`config.mk`:
```
export PLATFORM = sky130hd
export DESIGN_NAME = brw_div
export DESIGN_NICKNAME = d
export VERILOG_FILES = /design/src/rtl/core/brw_pkg.sv /design/src/rtl/core/brw_div.sv
export SDC_FILE = /design/constraint.sdc
export NUM_CORES = 1
export LEC_CHECK = 0
export BUFFER_PORTS_ARGS = -buffer_cell sky130_fd_sc_hd__buf_2
export CORE_UTILIZATION = 56
export CTS_BUF_LIST = sky130_fd_sc_hd__clkbuf_16
export CTS_CLUSTER_DIAMETER = 30
export DETAILED_ROUTE_END_ITERATION = 6
export GPL_TIMING_DRIVEN = 0
export PLACE_DENSITY = 0.86
export SLEW_MARGIN = 20
export SYNTH_ARGS = -nofsm -noshare
export SYNTH_HDL_FRONTEND = slang
export SYNTH_SLANG_ARGS = --single-unit
```
`constraint.sdc`:
```
create_clock -name clk -period 4.3 [get_ports clk]
set_clock_uncertainty 0.15 [all_clocks]
set_input_delay 1.29 -clock clk [delete_from_list [all_inputs] [get_ports clk]]
set_output_delay 1.29 -clock clk [all_outputs]
set_load 0.05 [all_outputs]
```
`src/rtl/core/brw_pkg.sv`:
```
`timescale 1ns / 1ps
// ----------------------------------------------------------------------------
// brw_pkg: shared types and constants of the breath waveform generator
// Widths, register indexes, codes, sequencer states and the quarter-wave
// sine table.
// ----------------------------------------------------------------------------
package brw_pkg;

	localparam int PHASE_BITS       = 32;
	localparam int SINE_TABLE_DEPTH = 256;
	localparam int PERIOD_W         = 24;
	localparam int DVD_W            = PHASE_BITS + PERIOD_W;
	localparam int DVS_W            = PERIOD_W + PHASE_BITS - 16;
	localparam int ENV_W            = 17;
	localparam int SIN_IDX_W        = $clog2(SINE_TABLE_DEPTH + 1);
	localparam int SIN_P_W          = ENV_W + SIN_IDX_W;
	localparam int FIT_W            = 26;
	localparam int CFG_IDX_W        = 3;
	localparam int CFG_DATA_W       = 15;
	localparam int OUT_W            = 56;

	localparam logic [ENV_W-1:0] ENV_ONE = 17'h10000;

	localparam logic [2:0] REG_RATE   = 3'd0;
	localparam logic [2:0] REG_INSP   = 3'd1;
	localparam logic [2:0] REG_IPAUSE = 3'd2;
	localparam logic [2:0] REG_EPAUSE = 3'd3;
	localparam logic [2:0] REG_BASE   = 3'd4;
	localparam logic [2:0] REG_AMP    = 3'd5;
	localparam logic [2:0] REG_SHAPE  = 3'd6;

	localparam logic [1:0] KIND_TICK  = 2'd0;
	localparam logic [1:0] KIND_START = 2'd1;
	localparam logic [1:0] KIND_STOP  = 2'd2;

	localparam logic [1:0] SHAPE_SINE   = 2'd0;
	localparam logic [1:0] SHAPE_RAMP   = 2'd1;
	localparam logic [1:0] SHAPE_SQUARE = 2'd2;
	localparam logic [1:0] SHAPE_ALT    = 2'd3;

	localparam logic [9:0]  US_PER_MS     = 10'd1000;
	localparam logic [16:0] FIT_MARGIN_US = 17'd100000;
	localparam logic [18:0] MIN_INSP_US   = 19'd300000;
	localparam logic [11:0] MIN_INSP_MS   = 12'd300;
	localparam logic [32:0] MINUTE_CUS    = 33'd6000000000;
	localparam logic [14:0] SQ_AMP_LIMIT  = 15'd12000;
	localparam logic [4:0]  FALL_PER_MS   = 5'd25;
	localparam logic [8:0]  FALL_ROUND    = 9'd500;
	localparam logic [15:0] MAX_TARGET    = 16'd45000;

	typedef enum logic [4:0] {
		S_IDLE, S_PER_DIV, S_FIT_EXP, S_EXP_DIV, S_FIT_INSP, S_INSP_DIV,
		S_INC_DIV, S_POS, S_SEG, S_T_DIV, S_SIN_A, S_SIN_B, S_TGT,
		S_DROP_DIV, S_DONE
	} state_t;

	typedef logic [ENV_W-1:0] sine_tab_t [SINE_TABLE_DEPTH+1];

	function automatic sine_tab_t build_sine_tab();
		sine_tab_t tab;
		longint unsigned x;
		longint unsigned term;
		longint sum;
		for (int i = 0; i <= SINE_TABLE_DEPTH; i++) begin
			x = (64'd1686629713 * 64'(i) + 64'(SINE_TABLE_DEPTH / 2))
				/ 64'(SINE_TABLE_DEPTH);
			term = x;
			sum = longint'(x);
			for (int k = 1; k <= 7; k++) begin
				term = (term * x) >> 30;
				term = (term * x) >> 30;
				term = term / 64'((2 * k) * (2 * k + 1));
				if (k % 2 == 1)
					sum = sum - longint'(term);
				else
					sum = sum + longint'(term);
			end
			if (sum < 0)
				sum = 0;
			sum = (sum + 8192) >>> 14;
			if (sum > 65536)
				sum = 65536;
			tab[i] = ENV_W'(sum);
		end
		return tab;
	endfunction

	localparam sine_tab_t SINE_TAB = build_sine_tab();

endpackage

```
`src/rtl/core/brw_div.sv`:
```
`timescale 1ns / 1ps
// ----------------------------------------------------------------------------
// brw_div: shared restoring divider
// One quotient bit per cycle; done rises once all DVD_W quotient bits are in and holds until the next start.
// ----------------------------------------------------------------------------
module brw_div import brw_pkg::*; (
	input  logic             clk,
	input  logic             arst_n,
	input  logic             start,
	input  logic [DVD_W-1:0] dividend,
	input  logic [DVS_W-1:0] divisor,
	output logic             done,
	output logic [DVD_W-1:0] quotient
);

	localparam int CNT_W = $clog2(DVD_W + 1);

	logic [CNT_W-1:0] cnt_q;
	logic             done_q;
	logic [DVS_W-1:0] dvs_q;
	logic [DVS_W-1:0] rem_q;
	logic [DVD_W-1:0] quo_q;
	logic [DVS_W:0]   trial;
	logic [DVS_W:0]   diff;
	logic             fits;

	assign trial = {rem_q, quo_q[DVD_W-1]};
	assign diff  = trial - {1'b0, dvs_q};
	assign fits  = trial >= {1'b0, dvs_q};

	always_ff @(posedge clk or negedge arst_n) begin
		if (!arst_n) begin
			cnt_q  <= '0;
			done_q <= 1'b0;
		end else if (start) begin
			cnt_q  <= CNT_W'(DVD_W);
			done_q <= 1'b0;
		end else if (cnt_q != '0) begin
			cnt_q <= cnt_q - 1'b1;
			if (cnt_q == CNT_W'(1))
				done_q <= 1'b1;
		end
	end

	always_ff @(posedge clk) begin
		if (start) begin
			rem_q <= '0;
			quo_q <= dividend;
			dvs_q <= divisor;
		end else if (cnt_q != '0) begin
			rem_q <= fits ? diff[DVS_W-1:0] : trial[DVS_W-1:0];
			quo_q <= {quo_q[DVD_W-2:0], fits};
		end
	end

	assign done     = done_q;
	assign quotient = quo_q;

endmodule

```
==> out/results.tsv, run 1 <==
stage	metric	value	unit
routing	wl_per_cell	17.3	µm
clock_network	cts_root_buffer	clkbuf_16	
power	ir_drop	0.352	mV
worst_setup_path	cp-start-kind	input port	
final_layout	fin_util	69.0	%
worst_hold_path	hold_depth	2	
yosys	syn_area	8080	µm²
yosys	synth_nets	929	
global_route	grt_pass1_vias	6521	
clock_network	clock_path_buffers	2	
clock_network	cts_sinks	143	
die	num_io_pins	156	
yosys	yosysTopAreaCell	edfxtp_1	
yosys	synth-seq-cells	143	
worst_setup_path	critPathArrivalTime	3.40	ns
worst_setup_path	r2r_slack	0.90	ns
timing	rsz0062_at_grt	false	
worst_setup_path	worst-path-max-fanout	56	
worst_hold_path	hold_class	reg -> reg	
timing	finalSetupViolCount	0	
yosys	yosysWarnings	0	
timing	hold_slack	0.341	ns
worst_setup_path	reg2regPathDepth	12	
clock_network	postCtsSetupRepairBufs	0	
clock_network	ctsResizeCount	0	
final_layout	antenna_cells	0	
worst_setup_path	worst-endpoint-required	4.22	ns
worst_setup_path	cp-end-kind	register	
clock_network	clk_pin_slew	0.07	ns
die	die-area	14900	µm²
worst_setup_path	crit_path_cell_trace	buf_2 -> clkbuf_1 -> inv_1 -> clkbuf_1 -> nand2_4	
clock_network	cts_hold_buf	0	
worst_setup_path	r2r_start	quotient[55]	
worst_setup_path	cp_slowest_cell	buf_2	
worst_setup_path	worstSetupPathType	in -> reg	
final_layout	drive_above_1_share	26.6	%
yosys	synthAdderAreaFrac	6.75	%
worst_setup_path	reg2reg_to	rem_q[38]	
yosys	synth.area.top_cells	edfxtp_1 (36%), dfxtp_1 (9.9%), mux2_2 (7.8%)	
timing	worst_pin_slew	0.966	ns
global_route	grt_max_degree	57	
yosys	synth-xor-area-share	3.90	%
routing	drcViolationCount	0	
yosys	synth_top_family_by_area	compound AO/OA/AOI/OAI gates	
routing	first_pass_iters	6	
power	p_int	3.02	mW
yosys	synth_top_area_share	35.7	%
yosys	synthCells	787	
placement	port_buffers	155	
yosys	synth-main-ff-cell	edfxtp_1	
final_layout	areaGrowthSynthToFinish	19.6	%
timing	drv_slew	0	
power	switching_share	36.9	%
global_route	grt_pass1_wl	31500	µm
power	total_power	4.78	mW
routing	wl	20000	µm
run_status	outcome	complete, no violations	
worst_setup_path	critPathBufInv	4	
timing	fin_crit_sh	80.9	%
routing	viasPerCell	5.86	
worst_hold_path	min-delay-start	done	
global_route	antenna_found_initial	0	
yosys	syn_area_per_cell	10.3	µm²
yosys	muxShareOfSynthArea	8.18	%
die	die_height	122	µm
clock_network	htree_levels	4	
yosys	synth_compound_area_share	17.2	%
die	coreArea	14000	µm²
power	p_leak	4.22	nW
placement	place.gp.congestion	0.934	
job	drv_cap	0	
routing	drtIter0Drc	604	
yosys	synth_edf_count	96	
timing	fmax	287	MHz
timing	slew_headroom	35.6	%
timing	hold_viol_final	0	
placement	dp_slack	0.326	ns
routing	vias	6758	
routing	ant_nets	0	
worst_setup_path	crit_family	buffers and inverters	
global_route	gr-total-overflow	0	
timing	min_period	3.48	ns
clock_network	numCtsBuffers	17	
timing	worst_slack	0.820	ns
power	power.switching	1.76	mW
die	die_w	122	µm
yosys	ys_types	64	
worst_hold_path	min_to	done	
die	fp-row-count	43	
die	initial_utilization	57.7	%
worst_setup_path	slowest_delay	0.72	ns
placement	hpwl	14600	µm
worst_setup_path	cp_common_cell	clkbuf_1	
power	power.density	495	nW/µm²
clock_network	insertion_delay	0.43	ns
clock_network	cts_tree	yes	
power	seq_power_share	37.3	%
power	pwr-share-clk	29.9	%
global_route	grtUsageTotal	27.7	%
yosys	async_reset_ff_share	4.90	%
final_layout	final_nets	1103	
yosys	synthSimpleGateAreaFrac	11.2	%
final_layout	fill_cells	1107	
power	pwr-share-comb	32.7	%
yosys	yosysSeqAreaShare	47.8	%
[through the flow]
stage	instance area, µm²	setup TNS (ns)	cells
floorplan	8080	0	787
global placement	9080	-43.08	1122
detailed placement	9090	0	1122
CTS	9660	0	1154
global route	9660	0	1154
finish	9660	0	1154
[state kept, by name, summed over array words and instances (netlist names)]
register,cells
cnt_q,6
done,1
dvs_q,40
quotient,56
rem_q,40
[power groups by stage]
| stage | clock network (mW) | logic [mW] | registers (mW) |
|---|---|---|---|
| 2_1_floorplan | 0 | 0.986 | 1.97 |
| 3_3_place_gp | 0 | 1.50 | 1.80 |
| 3_5_place_dp | 0 | 1.53 | 1.81 |
| 4_1_cts | 1.44 | 1.54 | 1.78 |
| 5_1_grt | 1.49 | 1.70 | 1.81 |
| 6_report | 1.43 | 1.56 | 1.79 |
[cell type report]
type                            instances  area [µm²]  area share [%]
Multi-Input combinational cell        547        3830            39.6
Tap cell                              180         225            2.33
Sequential cell                       143        3860            40.0
Inverter                               57         214            2.22
Clock buffer                           17         425            4.40
Timing Repair Buffer                  155         776            8.03
Buffer                                 40         185            1.92
Clock inverter                         15         146            1.52
[worst reg2reg max path: cells and delay by family, from the launching register on]
kind	cells	cell delay [ns]
XOR/XNOR	1	0.16
buffers and inverters	1	0.06
AO/OA/AOI/OAI	6	1.50
flip-flops	1	0.41
AND/OR/NAND/NOR	2	0.41
adder cells (fa/ha/maj)	2	0.59
[cell usage after synthesis, types with 10 or more instances]
library cell and number:
xnor2_1 27, a211oi_1 15, o21bai_1 12, dfxtp_1 40
nand2_1 82, nor2_1 59, inv_1 56, a21oi_1 62
a31oi_1 10, o21ai_0 26, edfxtp_1 96, nor2b_1 10
nand4_1 11, a311oi_1 20, a21o_1 19, clkbuf_1 32
mux2_2 56, ha_1 42
[routing by layer]
| metal | track usage [%] | wire [µm] | vias up |
|---|---|---|---|
| li1 | - | - | 3238 |
| met2 | 47.2 | 9790 | 300 |
| met5 | 0 | 0 | - |
| met1 | 33.7 | 8250 | 3188 |
| met3 | 7.30 | 1640 | 32 |
| met4 | 9.98 | 322 | 0 |
[worst max path at each step]
| stage | to | cells past startpoint | from |
|---|---|---|---|
| 2_1_floorplan | quotient[0] | 4 | start |
| 3_3_place_gp | quotient[5] | 5 | start |
| 3_5_place_dp | quotient[5] | 5 | start |
| 4_1_cts | quotient[20] | 5 | start |
| 5_1_grt | quotient[18] | 5 | start |
| 6_report | quotient[46] | 5 | start |
[placed cells by master (no fill, tap or decap), types with 4 or more instances in the layout]
cell       count
buf_2        156
edfxtp_1      96
nand2_1       81
a21oi_1       62
nor2_1        59
inv_1         56
mux2_2        56
ha_1          42
dfxtp_1       40
clkbuf_1      32
xnor2_1       27
o21ai_0       26
a311oi_1      20
a21o_1        19
clkbuf_16     17
a211oi_1      15
o21bai_1      12
nand4_1       11
a31oi_1       10
nor2b_1       10
nand3_1        9
nor3_1         9
xor2_1         9
o211ai_1       7
dfrtp_1        7
o21a_1         6
inv_8          6
nor4_1         4
and4_1         4
o31ai_1        4
[cell families (layout without fill, tap and decap cells)]
logic type      after synthesis  in the layout
flops                       143            143
xor+xnor                     36             36
fa+ha+maj                    43             43
simple gates                202            202
mux                          59             59
compound gates              207            207
buf+inv                      97            284
(Power assumes the default switching activity.)
==> run 2, diff against run 1 <==
ABC_AREA = 1   (was unset)
CORE_UTILIZATION = 52   (was 56)
PLACE_DENSITY = 0.83   (was 0.86)
clock period = 3 ns   (was 4.3 ns; I/O delays follow)
==> out/results.tsv, run 2 <==
stage	metric	value	unit	change
final_layout	final_nets	1625		+47%
worst_setup_path	worstSetupPathType	in -> reg		
worst_setup_path	reg2reg_to	rem_q[38]		
power	power.density	799	nW/µm²	+62%
timing	rsz0062_at_grt	false		
power	p_leak	5.94	nW	+41%
yosys	ys_types	40		-38%
timing	min_period	2.78	ns	
global_route	grt_pass1_wl	40100	µm	+27%
die	die_w	135	µm	+11%
global_route	antenna_found_initial	0		unchanged
clock_network	cts_root_buffer	clkbuf_16		
die	initial_utilization	53.4	%	-4.3 points
yosys	syn_area	9240	µm²	+14%
die	die-area	18300	µm²	+23%
worst_setup_path	critPathArrivalTime	2.70	ns	-0.70 ns
yosys	synthTopCellsByCount	nand2_1 (559), inv_1 (223), edfxtp_1 (96)		
placement	post-place-cells	1689		+51%
yosys	yosysWarnings	0		unchanged
placement	port_buffers	155		unchanged
final_layout	areaGrowthSynthToFinish	18.2	%	
timing	worst_pin_slew	0.584	ns	-0.382 ns
clock_network	clock_path_buffers	2		unchanged
placement	place.gp.congestion	0.979		+4.8%
yosys	async_reset_ff_share	4.90	%	unchanged
routing	first_pass_iters	7		+1
timing	fin_crit_sh	92.6	%	
timing	drv_slew	0		unchanged
routing	wl_per_cell	14.4	µm	-17%
clock_network	clk_pin_slew	0.07	ns	about the same
die	fp-row-count	48		+12%
yosys	synth.area.top_cells	edfxtp_1 (31%), nand2_1 (23%), inv_1 (9.1%)		
global_route	grtUsageTotal	28.5	%	+0.80 points
routing	drtIter0Drc	577		-4.5%
global_route	grt_pass1_vias	8301		+27%
routing	ant_nets	0		unchanged
yosys	yosysSeqAreaShare	41.8	%	-6.0 points
yosys	synth.most_common_cell	nand2_1		
routing	wl	24700	µm	+24%
yosys	yosysTopAreaCell	edfxtp_1		
final_layout	final_common_cell	nand2_1		
die	coreArea	17300	µm²	+24%
timing	finalSetupViolCount	0		unchanged
clock_network	cts_sinks	143		unchanged
yosys	synth-main-ff-cell	edfxtp_1		
global_route	grt_max_degree	66		+16%
clock_network	cts_tree	yes		
run_status	outcome	complete, no violations		
yosys	synthCells	1309		+66%
timing	slew_headroom	61.1	%	+25 points
worst_setup_path	reg2regPathDepth	15		+3
worst_setup_path	worst-endpoint-required	2.92	ns	-1.30 ns
worst_setup_path	r2r_slack	0.37	ns	-0.53 ns
worst_setup_path	worst-path-max-fanout	65		+16%
routing	viasPerCell	4.99		-15%
power	ir_drop	0.441	mV	+25%
die	die_height	135	µm	+11%
timing	hold_viol_final	0		unchanged
worst_hold_path	hold_class	in -> async		
clock_network	numCtsBuffers	17		unchanged
final_layout	drive_above_1_share	15.1	%	-11 points
timing	fmax	360	MHz	
yosys	synth-seq-cells	143		unchanged
yosys	synth_top_area_share	31.2	%	-4.5 points
die	num_io_pins	156		unchanged
yosys	synth_nets	1451		+56%
placement	hpwl	19200	µm	+31%
final_layout	antenna_cells	0		unchanged
worst_setup_path	r2r_start	quotient[55]		
routing	vias	8591		+27%
final_layout	layout_common_cells	nand2_1 (559), inv_1 (223), buf_2 (157), edfxtp_1 (96), nand3_1 (89)		
routing	drcViolationCount	0		unchanged
clock_network	insertion_delay	0.43	ns	about the same
global_route	gr-total-overflow	0		unchanged
worst_setup_path	cp-end-kind	register		
job	drv_cap	0		unchanged
clock_network	htree_levels	4		unchanged
final_layout	fin_util	63.1	%	-5.9 points
timing	tns	0	ns	unchanged
yosys	synth_edf_count	96		unchanged
final_layout	largest_reg_flops	56		unchanged
final_layout	fin_cells	1721		+49%
worst_setup_path	cp-start-kind	input port		
yosys	syn_area_per_cell	7.06	µm²	-31%
[run 2: logic make-up (layout without fill, tap and decap cells)]
logic type | count (synthesis) | in the layout | synth area share (%)
AO/OA/AOI/OAI | 70 | 70 | 4.18
XOR/XNOR | 22 | 22 | 2.09
adder cells (fa/ha/maj) | 43 | 43 | 5.90
buffers and inverters | 259 | 446 | 11.5
flip-flops | 143 | 143 | 41.8
AND/OR/NAND/NOR | 772 | 772 | 34.6
[run 2: report_power, final]
group / switching, mW / internal, mW / total, mW
Combinational: 2.54 / 1.40 / 3.94
Sequential: 0.187 / 2.44 / 2.62
Clock: 1.03 / 1.13 / 2.17
Total: 3.76 / 4.97 / 8.73
[run 2: metal layers]
layer | part of all wire [%] | vias to the layer above | track usage [%]
met2 | 47 | 313 | 47.2
met4 | 3.3 | 0 | 12.5
met5 | 0 | - | 0
met3 | 6.9 | 56 | 6.62
li1 | - | 4402 | -
met1 | 43 | 3820 | 35.4
[run 2: worst max-delay path, stage by stage]
cell and delay, ns:
buf_4 0.45, clkbuf_1 0.39, nor2_4 0.14, inv_2 0.23
buf_6 0.51
[run 2: area by class of cell]
cell class / instances / area (µm²)
plain buffers: 32 / 214
clock buffers: 17 / 425
clock inverters: 15 / 189
fillers: 1544 / 6380
inverters: 227 / 852
multi-input cells: 907 / 4320
flip-flops and latches: 143 / 3860
well taps: 225 / 282
repair buffers: 155 / 778
[run 2: what timing repair did]
action,CTS,global route
buffers inserted,0,0
gates resized for setup,1,1
pin swaps,0,0
endpoints found under the setup margin,66,57
hold buffers,0,0
gates cloned,0,0
[run 2: worst max path at each step]
stage          startpoint      endpoint  slack, ns  cells after the start
2_1_floorplan       start   quotient[0]       0.30                      4
3_3_place_gp        start  quotient[39]      -1.11                      5
3_5_place_dp        start  quotient[38]      -0.73                      5
4_1_cts             start  quotient[34]       0.04                      5
5_1_grt             start   quotient[0]       0.10                      5
6_report            start  quotient[47]       0.22                      5
[run 2: through the flow]
| stage | hold slack [ns] | setup slack, ns | power, mW | area (µm²) |
|---|---|---|---|---|
| 6_report | 0.146 | 0.221 | 8.73 | 10900 |
| 2_1_floorplan | 0.291 | 0.298 | 5.60 | 9240 |
| 3_5_place_dp | 0.309 | -0.726 | 6.53 | 10300 |
| 4_1_cts | 0.130 | 0.0376 | 8.74 | 10900 |
| 3_3_place_gp | 0.304 | -1.11 | 6.46 | 10300 |
| 5_1_grt | 0.145 | 0.102 | 9.35 | 10900 |
==> run 3, diff against run 2 <==
RECOVER_POWER = 100   (was unset)
==> out/results.tsv, run 3 (synthesized netlist as in run 2, its figures left out) <==
stage	metric	value	unit	change
run_status	outcome	finished, violations left		
run_status	violations	DRC		
timing	rsz0062_at_grt	false		
final_layout	largest_reg_flops	56		unchanged
worst_setup_path	crit_path_start	start		
routing	viasPerCell	5.01		+0.37%
global_route	grt_pass1_vias	8301		unchanged
worst_setup_path	reg2regPathDepth	15		unchanged
final_layout	areaGrowthSynthToFinish	17.3	%	
routing	first_pass_iters	7		unchanged
power	seq_power_share	30.1	%	about the same
worst_setup_path	r2r_slack	0.36	ns	about the same
die	num_io_pins	156		unchanged
power	p_int	4.94	mW	-0.56%
timing	tns	0	ns	unchanged
die	fp-row-count	48		unchanged
worst_setup_path	r2r_start	dvs_q[8]		
routing	wl	24700	µm	-0.19%
worst_setup_path	worst-path-max-fanout	65		unchanged
global_route	antenna_found_initial	0		unchanged
timing	drv_slew	0		unchanged
placement	port_buffers	155		unchanged
power	power.density	804	nW/µm²	+0.51%
clock_network	numCtsBuffers	17		unchanged
final_layout	layout_common_cells	nand2_1 (559), inv_1 (223), edfxtp_1 (96), buf_2 (95), nand3_1 (89)		
global_route	gr-total-overflow	0		unchanged
clock_network	cts_root_buffer	clkbuf_16		
final_layout	fin_cells	1721		unchanged
timing	hold_viol_final	0		unchanged
final_layout	final_nets	1625		unchanged
timing	min_period	2.78	ns	+0.00449 ns
global_route	grtUsageTotal	28.5	%	unchanged
worst_setup_path	cp-start-kind	input port		
power	p_leak	5.75	nW	-3.1%
worst_setup_path	worst-endpoint-required	2.93	ns	about the same
routing	drcViolationCount	2		+2
clock_network	cts_sinks	143		unchanged
clock_network	clock_path_buffers	2		unchanged
placement	hpwl	19200	µm	unchanged
die	coreArea	17300	µm²	unchanged
global_route	grt_pass1_wl	40100	µm	unchanged
timing	worst_pin_slew	0.663	ns	+0.0791 ns
routing	wl_per_cell	14.4	µm	-0.19%
job	drv_cap	0		unchanged
final_layout	multi_input_area	4320	µm²	-0.12%
worst_setup_path	reg2reg_to	rem_q[17]		
final_layout	antenna_cells	0		unchanged
global_route	grt_max_degree	66		unchanged
power	switching_share	43.2	%	+0.16 points
routing	ant_nets	0		unchanged
clock_network	cts_tree	yes		
placement	post-place-cells	1689		unchanged
placement	place.gp.congestion	0.979		unchanged
worst_setup_path	endpoint	quotient[39]		
clock_network	clk_pin_slew	0.07	ns	about the same
die	initial_utilization	53.4	%	unchanged
final_layout	seq_area	3860	µm²	unchanged
worst_setup_path	cp-end-kind	register		
final_layout	drive_above_1_share	11.0	%	-4.1 points
die	die-area	18300	µm²	unchanged
die	die_w	135	µm	unchanged
power	power.switching	3.77	mW	about the same
routing	vias	8623		+0.37%
clock_network	insertion_delay	0.44	ns	about the same
power	pwr-share-clk	24.9	%	about the same
final_layout	fin_util	62.6	%	-0.49 points
timing	finalSetupViolCount	0		unchanged
clock_network	htree_levels	4		unchanged
final_layout	final_common_cell	nand2_1		
timing	fmax	359	MHz	-0.16%
final_layout	fill_cells	1579		+2.3%
worst_setup_path	worstSetupPathType	in -> reg		
timing	fin_crit_sh	92.8	%	+0.15 points
timing	slew_headroom	56.0	%	-5.1 points
die	die_height	135	µm	unchanged
worst_hold_path	hold_class	in -> async		
power	pwr-share-comb	44.9	%	-0.2 points
power	total_power	8.71	mW	-0.28%
routing	drtIter0Drc	572		-0.87%
worst_setup_path	critPathArrivalTime	2.71	ns	about the same
power	ir_drop	0.443	mV	+0.55%
-- run 3: worst max-delay path, cell delays in order --
cell and delay, ns:
buf_4 0.45, clkbuf_1 0.36, nor2_2 0.19, inv_2 0.23
buf_6 0.50
-- run 3: per-stage QoR --
stage	instance area (µm²)	hold slack, ns	setup WS, ns
after global routing	10800	0.247	0.101
after global placement	10300	0.304	-1.11
after floorplan	9240	0.291	0.298
final	10800	0.215	0.217
after CTS	10900	0.130	0.0376
after detailed placement	10300	0.309	-0.726
-- run 3: area by class of cell --
class,instances,share of cell area (%)
Buffer,32,1.93
Clock buffer,17,3.93
Clock inverter,15,1.74
Inverter,227,7.86
Multi-Input combinational cell,907,39.8
Sequential cell,143,35.6
Tap cell,225,2.60
Timing Repair Buffer,155,6.49
-- run 3: worst min-delay path by stage --
stage                          from  slack [ns]  depth (start not counted)   endpoint
after CTS                    arst_n        0.13                          1   cnt_q[2]
after global routing         arst_n        0.25                          1   cnt_q[2]
after floorplan           rem_q[17]        0.29                          2  rem_q[17]
final                        arst_n        0.22                          1   cnt_q[2]
after global placement    rem_q[18]        0.30                          2  rem_q[18]
after detailed placement  rem_q[29]        0.31                          2  rem_q[29]
-- run 3: power groups by stage --
stage / clock [mW] / sequential (mW) / combinational [mW]
after global placement: 0 / 2.65 / 3.82
final: 2.17 / 2.62 / 3.91
after floorplan: 0 / 2.88 / 2.72
after global routing: 2.27 / 2.66 / 4.39
after CTS: 2.20 / 2.62 / 3.91
after detailed placement: 0 / 2.66 / 3.88
-- run 3: per-layer routing --
layer | up-vias | routed length [µm] | global-route usage (%) | part of all wire [%]
met1 | 3855 | 10600 | 35.4 | 43
met4 | 0 | 760 | 12.5 | 3.1
met2 | 318 | 11600 | 47.2 | 47
li1 | 4399 | - | - | -
met3 | 51 | 1770 | 6.62 | 7.2
met5 | - | 0 | 0 | 0
-- run 3: repair_timing --
action,in CTS,in global routing
cloned,0,0
resized for setup,1,1
setup endpoints to repair,66,57
hold buffers,0,0
buffers inserted,0,0
hold endpoints to repair,0,0
